--- config.mk ---
export PLATFORM = sky130hd
export DESIGN_NAME = greedy_activity_selection
export DESIGN_NICKNAME = d
export VERILOG_FILES = /design/src/rtl/gas_pkg.sv /design/src/rtl/gas_cell.sv /design/src/rtl/greedy_activity_selection.sv
export SDC_FILE = /design/constraint.sdc
export NUM_CORES = 2
export LEC_CHECK = 0
export ABC_CLOCK_PERIOD_IN_PS = 14000
export BUFFER_PORTS_ARGS = -buffer_cell sky130_fd_sc_hd__buf_2
export CAP_MARGIN = 20
export CORE_UTILIZATION = 40
export DETAILED_ROUTE_END_ITERATION = 6
export SLEW_MARGIN = 0
export SYNTH_ARGS = -nofsm -noshare
export SYNTH_HDL_FRONTEND = slang
export SYNTH_SLANG_ARGS = --single-unit
--- constraint.sdc ---
create_clock -name clk -period 14 [get_ports clk]
set_clock_uncertainty 0.1 [all_clocks]
set_input_delay 2.8 -clock clk [delete_from_list [all_inputs] [get_ports clk]]
set_output_delay 2.8 -clock clk [all_outputs]
set_load 0.02 [all_outputs]
--- src/rtl/gas_pkg.sv ---
// Shared types and constants for the greedy activity selection block.
package gas_pkg;

  localparam int IDX_W = 6;

  typedef enum logic [1:0] {
    ST_LOAD,
    ST_WALK,
    ST_FLUSH
  } gas_state_t;

  typedef struct packed {
    logic load;
    logic walk;
  } cell_ctl_t;

endpackage

--- src/rtl/gas_cell.sv ---
// One sorting cell: holds one activity and moves it to a neighbor on insert or walk.
module gas_cell #(
  parameter int TIME_BITS = 16
) (
  input  logic                   clk,
  input  gas_pkg::cell_ctl_t     ctl,
  input  logic                   occupied,
  input  logic [TIME_BITS-1:0]   new_start,
  input  logic [TIME_BITS-1:0]   new_finish,
  input  logic [gas_pkg::IDX_W-1:0] new_idx,
  input  logic                   left_shift,
  input  logic [TIME_BITS-1:0]   left_start,
  input  logic [TIME_BITS-1:0]   left_finish,
  input  logic [gas_pkg::IDX_W-1:0] left_idx,
  input  logic [TIME_BITS-1:0]   right_start,
  input  logic [TIME_BITS-1:0]   right_finish,
  input  logic [gas_pkg::IDX_W-1:0] right_idx,
  output logic                   shift,
  output logic [TIME_BITS-1:0]   start_q,
  output logic [TIME_BITS-1:0]   finish_q,
  output logic [gas_pkg::IDX_W-1:0] idx_q
);
  import gas_pkg::*;

  logic [TIME_BITS-1:0] start_r, start_nxt;
  logic [TIME_BITS-1:0] finish_r, finish_nxt;
  logic [IDX_W-1:0]     idx_r, idx_nxt;

  assign shift = occupied && (finish_r > new_finish);

  always_comb begin
    start_nxt  = start_r;
    finish_nxt = finish_r;
    idx_nxt    = idx_r;
    if (ctl.walk) begin
      start_nxt  = right_start;
      finish_nxt = right_finish;
      idx_nxt    = right_idx;
    end else if (ctl.load) begin
      if (left_shift) begin
        start_nxt  = left_start;
        finish_nxt = left_finish;
        idx_nxt    = left_idx;
      end else if (shift || !occupied) begin
        start_nxt  = new_start;
        finish_nxt = new_finish;
        idx_nxt    = new_idx;
      end
    end
  end

  always_ff @(posedge clk) begin
    start_r  <= start_nxt;
    finish_r <= finish_nxt;
    idx_r    <= idx_nxt;
  end

  assign start_q  = start_r;
  assign finish_q = finish_r;
  assign idx_q    = idx_r;

endmodule

--- src/rtl/greedy_activity_selection.sv ---
// Top level of the greedy activity selection block: cell row, control and result register.
//
//   channel | ports                                         | handshake
//   input   | in_start_time, in_finish_time, in_is_last     | start high, busy low
//   result  | out_chosen_index, out_final_choice, out_overflow | out_valid, one cycle
//
// Each word loads into the sorted cell row with busy low; words past a full row are dropped.
// After the closing word the row shifts toward cell zero once per cycle, and busy stays
// high through the walk and the flush state that follows it while the results come out.
// Each result waits in a pending register, so the last one can carry its final mark.
// Reset clears the fill count, the drop flag and the control; the receiver cannot stall.
module greedy_activity_selection #(
  parameter int MAX_ACTIVITIES = 32,
  parameter int TIME_BITS      = 16
) (
  input  logic                       clk,
  input  logic                       rst_n,
  input  logic                       start,
  output logic                       busy,
  input  logic [TIME_BITS-1:0]       in_start_time,
  input  logic [TIME_BITS-1:0]       in_finish_time,
  input  logic                       in_is_last,
  output logic                       out_valid,
  output logic [gas_pkg::IDX_W-1:0]  out_chosen_index,
  output logic                       out_final_choice,
  output logic                       out_overflow
);
  import gas_pkg::*;

  localparam int CNT_W = $clog2(MAX_ACTIVITIES + 1);

  gas_state_t state_r, state_nxt;
  logic [CNT_W-1:0] count_r, count_nxt;
  logic [CNT_W-1:0] rem_r, rem_nxt;
  logic dropped_r, dropped_nxt;
  logic ovf_r, ovf_nxt;
  logic first_r, first_nxt;
  logic [TIME_BITS-1:0] last_fin_r, last_fin_nxt;
  logic pend_valid_r, pend_valid_nxt;
  logic [IDX_W-1:0] pend_idx_r, pend_idx_nxt;
  logic out_valid_r, out_valid_nxt;
  logic [IDX_W-1:0] out_idx_r, out_idx_nxt;
  logic out_fin_r, out_fin_nxt;
  logic out_ovf_r, out_ovf_nxt;

  logic accept;
  logic room;
  cell_ctl_t ctl;
  logic [IDX_W-1:0] new_idx;
  logic chosen;

  logic [TIME_BITS-1:0] st [MAX_ACTIVITIES];
  logic [TIME_BITS-1:0] fn [MAX_ACTIVITIES];
  logic [IDX_W-1:0]     ix [MAX_ACTIVITIES];
  logic                 sh [MAX_ACTIVITIES];

  assign busy   = (state_r != ST_LOAD);
  assign accept = start && !busy;
  assign room   = (count_r < CNT_W'(MAX_ACTIVITIES));
  assign new_idx = IDX_W'(count_r + CNT_W'(1));
  assign ctl.load = accept && room;
  assign ctl.walk = (state_r == ST_WALK);

  for (genvar i = 0; i < MAX_ACTIVITIES; i++) begin : g_cell
    logic                 l_shift;
    logic [TIME_BITS-1:0] l_start, l_finish, r_start, r_finish;
    logic [IDX_W-1:0]     l_idx, r_idx;

    if (i == 0) begin : g_left_edge
      assign l_shift  = 1'b0;
      assign l_start  = '0;
      assign l_finish = '0;
      assign l_idx    = '0;
    end else begin : g_left
      assign l_shift  = sh[i-1];
      assign l_start  = st[i-1];
      assign l_finish = fn[i-1];
      assign l_idx    = ix[i-1];
    end

    if (i == MAX_ACTIVITIES - 1) begin : g_right_edge
      assign r_start  = '0;
      assign r_finish = '0;
      assign r_idx    = '0;
    end else begin : g_right
      assign r_start  = st[i+1];
      assign r_finish = fn[i+1];
      assign r_idx    = ix[i+1];
    end

    gas_cell #(
      .TIME_BITS(TIME_BITS)
    ) u_cell (
      .clk          (clk),
      .ctl          (ctl),
      .occupied     (CNT_W'(i) < count_r),
      .new_start    (in_start_time),
      .new_finish   (in_finish_time),
      .new_idx      (new_idx),
      .left_shift   (l_shift),
      .left_start   (l_start),
      .left_finish  (l_finish),
      .left_idx     (l_idx),
      .right_start  (r_start),
      .right_finish (r_finish),
      .right_idx    (r_idx),
      .shift        (sh[i]),
      .start_q      (st[i]),
      .finish_q     (fn[i]),
      .idx_q        (ix[i])
    );
  end

  // Next state, fill count and walk counter.
  always_comb begin
    state_nxt   = state_r;
    count_nxt   = count_r;
    rem_nxt     = rem_r;
    dropped_nxt = dropped_r;
    ovf_nxt     = ovf_r;
    first_nxt   = first_r;
    case (state_r)
      ST_LOAD: begin
        if (accept) begin
          if (room) begin
            count_nxt = count_r + CNT_W'(1);
          end else begin
            dropped_nxt = 1'b1;
          end
          if (in_is_last) begin
            rem_nxt   = count_nxt;
            ovf_nxt   = dropped_nxt;
            first_nxt = 1'b1;
            state_nxt = (count_nxt == '0) ? ST_FLUSH : ST_WALK;
          end
        end
      end
      ST_WALK: begin
        rem_nxt   = rem_r - CNT_W'(1);
        first_nxt = 1'b0;
        if (rem_r == CNT_W'(1)) begin
          state_nxt = ST_FLUSH;
        end
      end
      ST_FLUSH: begin
        count_nxt   = '0;
        dropped_nxt = 1'b0;
        state_nxt   = ST_LOAD;
      end
      default: begin
        state_nxt = ST_LOAD;
      end
    endcase
  end

  // Selection and result words; a chosen activity waits until the next one is known.
  always_comb begin
    chosen         = first_r || (st[0] >= last_fin_r);
    last_fin_nxt   = last_fin_r;
    pend_valid_nxt = pend_valid_r;
    pend_idx_nxt   = pend_idx_r;
    out_valid_nxt  = 1'b0;
    out_idx_nxt    = pend_idx_r;
    out_fin_nxt    = 1'b0;
    out_ovf_nxt    = ovf_r;
    case (state_r)
      ST_WALK: begin
        if (chosen) begin
          last_fin_nxt   = fn[0];
          out_valid_nxt  = pend_valid_r;
          pend_valid_nxt = 1'b1;
          pend_idx_nxt   = ix[0];
        end
      end
      ST_FLUSH: begin
        out_valid_nxt  = pend_valid_r;
        out_fin_nxt    = 1'b1;
        pend_valid_nxt = 1'b0;
      end
      default: begin
        pend_valid_nxt = 1'b0;
      end
    endcase
  end

  always_ff @(posedge clk) begin
    if (!rst_n) begin
      state_r      <= ST_LOAD;
      count_r      <= '0;
      rem_r        <= '0;
      dropped_r    <= 1'b0;
      ovf_r        <= 1'b0;
      first_r      <= 1'b0;
      last_fin_r   <= '0;
      pend_valid_r <= 1'b0;
      out_valid_r  <= 1'b0;
    end else begin
      state_r      <= state_nxt;
      count_r      <= count_nxt;
      rem_r        <= rem_nxt;
      dropped_r    <= dropped_nxt;
      ovf_r        <= ovf_nxt;
      first_r      <= first_nxt;
      last_fin_r   <= last_fin_nxt;
      pend_valid_r <= pend_valid_nxt;
      out_valid_r  <= out_valid_nxt;
    end
  end

  always_ff @(posedge clk) begin
    pend_idx_r <= pend_idx_nxt;
    out_idx_r  <= out_idx_nxt;
    out_fin_r  <= out_fin_nxt;
    out_ovf_r  <= out_ovf_nxt;
  end

  assign out_valid        = out_valid_r;
  assign out_chosen_index = out_idx_r;
  assign out_final_choice = out_fin_r;
  assign out_overflow     = out_ovf_r;

`ifndef SYNTHESIS
  a_final_then_idle: assert property (@(posedge clk) disable iff (!rst_n)
    out_valid && out_final_choice |=> !out_valid)
    else $error("Result word followed the final choice.");

  a_last_sets_busy: assert property (@(posedge clk) disable iff (!rst_n)
    start && !busy && in_is_last |=> busy)
    else $error("Closing word did not start the walk.");

  a_count_bound: assert property (@(posedge clk) disable iff (!rst_n)
    count_r <= CNT_W'(MAX_ACTIVITIES))
    else $error("Fill count exceeds the cell row.");

  a_walk_emits_loaded: assert property (@(posedge clk) disable iff (!rst_n)
    state_r == ST_WALK |-> rem_r != '0)
    else $error("Walk running with nothing left.");
`endif

endmodule

==> impl_metrics.tcl <==
set metrics [dict create \
    outcome "finished with violations" \
    violations "design-rule violations" \
    criticalPathCategory "input pin to flip-flop" \
    dp_hpwl_mm 189 \
    cts_sinks 1265 \
    end_kind "flip-flop" \
    hold_ws_ns 0.250 \
    fin_tns_setup_ns 0 \
    fin_ws_ns 6.93 \
    crit_required_ns 14.38 \
    rows 160 \
    finalHoldViolations 0 \
    yosysTopAreaCell "edfxtp_1" \
    antenna_found_initial 7 \
    post-place-ws_ns 6.27 \
    place_area_sq_um 79200 \
    cts-buffers-inserted 147 \
    ys_async_sr_fraction 0 \
    slew_viol_final 0 \
    wl_per_cell_um 27.8 \
    grt_pass1_vias 61000 \
    ys.flop_type "edfxtp_1" \
    core_area_sq_um 190000 \
    ir_drop_mv 0.142 \
    path_max_fanout 40 \
    ys_seq_area_frac 0.485 \
    synth_nets 7987 \
    cts_max_level 4 \
    via_count 62600 \
    io_buffers 45 \
    p_leak_nw 29.0 \
    drtIter0Drc 7813 \
    worst_ep_arrival_time_ns 7.45 \
    initial_core_util 0.403 \
    wl_mm 273 \
    fmax_ghz 0.141 \
    routed_via_density 6.39 \
    postCtsSetupRepairBufs 0 \
    grt_pass1_wl_mm 403 \
    drive_gt1_frac 0.0747 \
    ctsResizeCount 0 \
    grt_overflow 0 \
    cts.clk_slew.worst_paths_ns 0.06 \
    yosys-top-cells-area "edfxtp_1 46%, ha_1 8.5%, mux2i_1 5.7%" \
    routabilityCongestion 0.937 \
    period_needed_ns 7.07 \
    synth.avg_cell_area_sq_um 10.3 \
    ant_nets 0 \
    fin_util 0.442 \
    syn_area_sq_um 76600 \
    num_io_pins 46 \
    period_share 0.505 \
    yosys_register_bits 1265 \
    critPathLaunchType "input pin" \
    die_x_um 440 \
    ctsRootBufferMaster "clkbuf_16" \
    synth_cell_types 73 \
    grtUsageTotal 0.275 \
    synth_top_area_frac 0.464 \
    stdcell_area_sq_um 84000 \
    hp-class "flip-flop to flip-flop" \
    yosysWarnings 0 \
    die_height_um 440 \
    worstSkewPairLatency_ns 0.84 \
    worst-slew-pin-transition_ns 1.21 \
    relSlewSlack 0.190 \
    remaining_drc_errors 2 \
    cts_max_path_buffers 3 \
    first_pass_iters 7 \
    postCtsHoldBufs 0 \
    p_per_area_nw_per_um2 155 \
    die_area_sq_um 193000 \
    final_nets 7724 \
    cap_violations 0 \
    tritoncts "built" \
    rsz0062_at_grt "false" \
    setup_viol 0 \
    syn_to_final_growth_pct 9.69 \
    synth-edff-count 1184 \
    synth_cells 7431 \
    grt_max_degree 268 \
]
-- Yosys cell counts, drive strengths merged (81+ instances only) --
cell and count:
a21oi 543, a221o 243, buf 171, clkbuf 449
dfxtp 81, edfxtp 1184, ha 520, inv 338
mux2i 436, nand2 1087, nand3 89, nand4 142
nor2 131, nor2b 293, o21ai 811, o221ai 147
o311ai 220
-- flip-flops by register name, indices dropped and copies added, names as in the netlist --
signal                  flops
g_cell.u_cell.finish_q    512
g_cell.u_cell.start_q     512
g_cell.u_cell.idx_q       192
last_fin_r                 16
count_r                     6
out_chosen_index            6
out_idx_nxt                 6
rem_r                       6
state_r                     2
dropped_r                   1
first_r                     1
out_final_choice            1
out_overflow                1
out_ovf_nxt                 1
out_valid                   1
pend_valid_r                1
-- layout make-up --
cell class	instances	area [sq um]
Timing Repair Buffer	208	1600
Antenna cell	4	10.0
Fill cell	17800	106000
Clock inverter	75	786
Inverter	339	1280
Sequential cell	1265	37200
Clock buffer	198	3960
Tap cell	2511	3140
Multi-Input combinational cell	5207	36100
-- worst max-delay path: stages --
cell and delay [ns]:
buf_2 0.31, clkinv_1 0.51, buf_4 0.49, ha_1 0.40, nand4_1 0.14, nor4_1 0.41, a21boi_1 0.31, o31ai_4 0.12
buf_4 0.27, or2_1 0.26, buf_4 0.26, a31oi_4 0.62, buf_4 0.43
-- layer usage --
metal	share of wire	GRT usage	vias to the layer above
met5	0.00012	0	-
met4	0.041	0.114	6
met3	0.088	0.0488	592
met2	0.45	0.426	3086
met1	0.42	0.380	31100
li1	-	-	27800
-- logic make-up (layout without fill, tap and decap cells) --
logic type,after synthesis,count (layout),share of synthesized area
AO/OA/AOI/OAI,2316,2316,0.202
AND/OR/NAND/NOR,1925,1925,0.116
flip-flops,1265,1265,0.485
buffers and inverters,959,820,0.0531
adder cells (fa/ha/maj),520,520,0.0849
multiplexers,437,437,0.0571
XOR/XNOR,9,9,0.00103
other,0,4,0
-- power by group --
part	internal (mW)	total, mW	switching (mW)
combinational	0.971	3.16	2.19
sequential	5.26	5.94	0.678
clock	2.21	3.92	1.71
total	8.44	13.0	4.57
-- per-stage QoR --
step | power, mW | instances
floorplan | 7.70 | 7431
global placement | 8.97 | 9521
detailed placement | 9.06 | 9525
CTS | 13.0 | 9798
global route | 13.5 | 9803
finish | 13.0 | 9807
-- layout by cell type (no fill, tap or decap), types with 35 or more instances in the layout --
master / count
buf_4: 150
clkbuf_16: 147
nand4_1: 142
a221o_1: 243
o311ai_1: 52
nor2_1: 119
nand3_1: 89
dfxtp_1: 81
o21ai_1: 69
ha_1: 519
nand2_1: 1086
a2bb2oi_1: 35
edfxtp_1: 1184
o21ai_0: 740
a21oi_1: 538
mux2i_1: 436
o311ai_0: 168
o211ai_1: 64
a221oi_1: 59
nor4_1: 71
buf_2: 45
nor2b_1: 292
inv_1: 322
o221ai_1: 147
clkbuf_1: 42
-- worst paths after layout --
path / start / end / slack [ns] / cells after the start
setup / recovery: in_finish_time[13] / g_cell[6].u_cell.start_q[7]$_DFFE_PP_ / 6.93 / 13
setup reg to reg: count_r[0]$_SDFFE_PN0P_ / g_cell[13].u_cell.start_q[11]$_DFFE_PP_ / 8.63 / 8
hold / removal: out_idx_nxt[1]$_DFFE_PP_ / out_chosen_index[1]$_DFF_P_ / 0.25 / 0
hold reg to reg: out_idx_nxt[1]$_DFFE_PP_ / out_chosen_index[1]$_DFF_P_ / 0.25 / 0
Note: power is estimated with default switching activity, not from simulation.
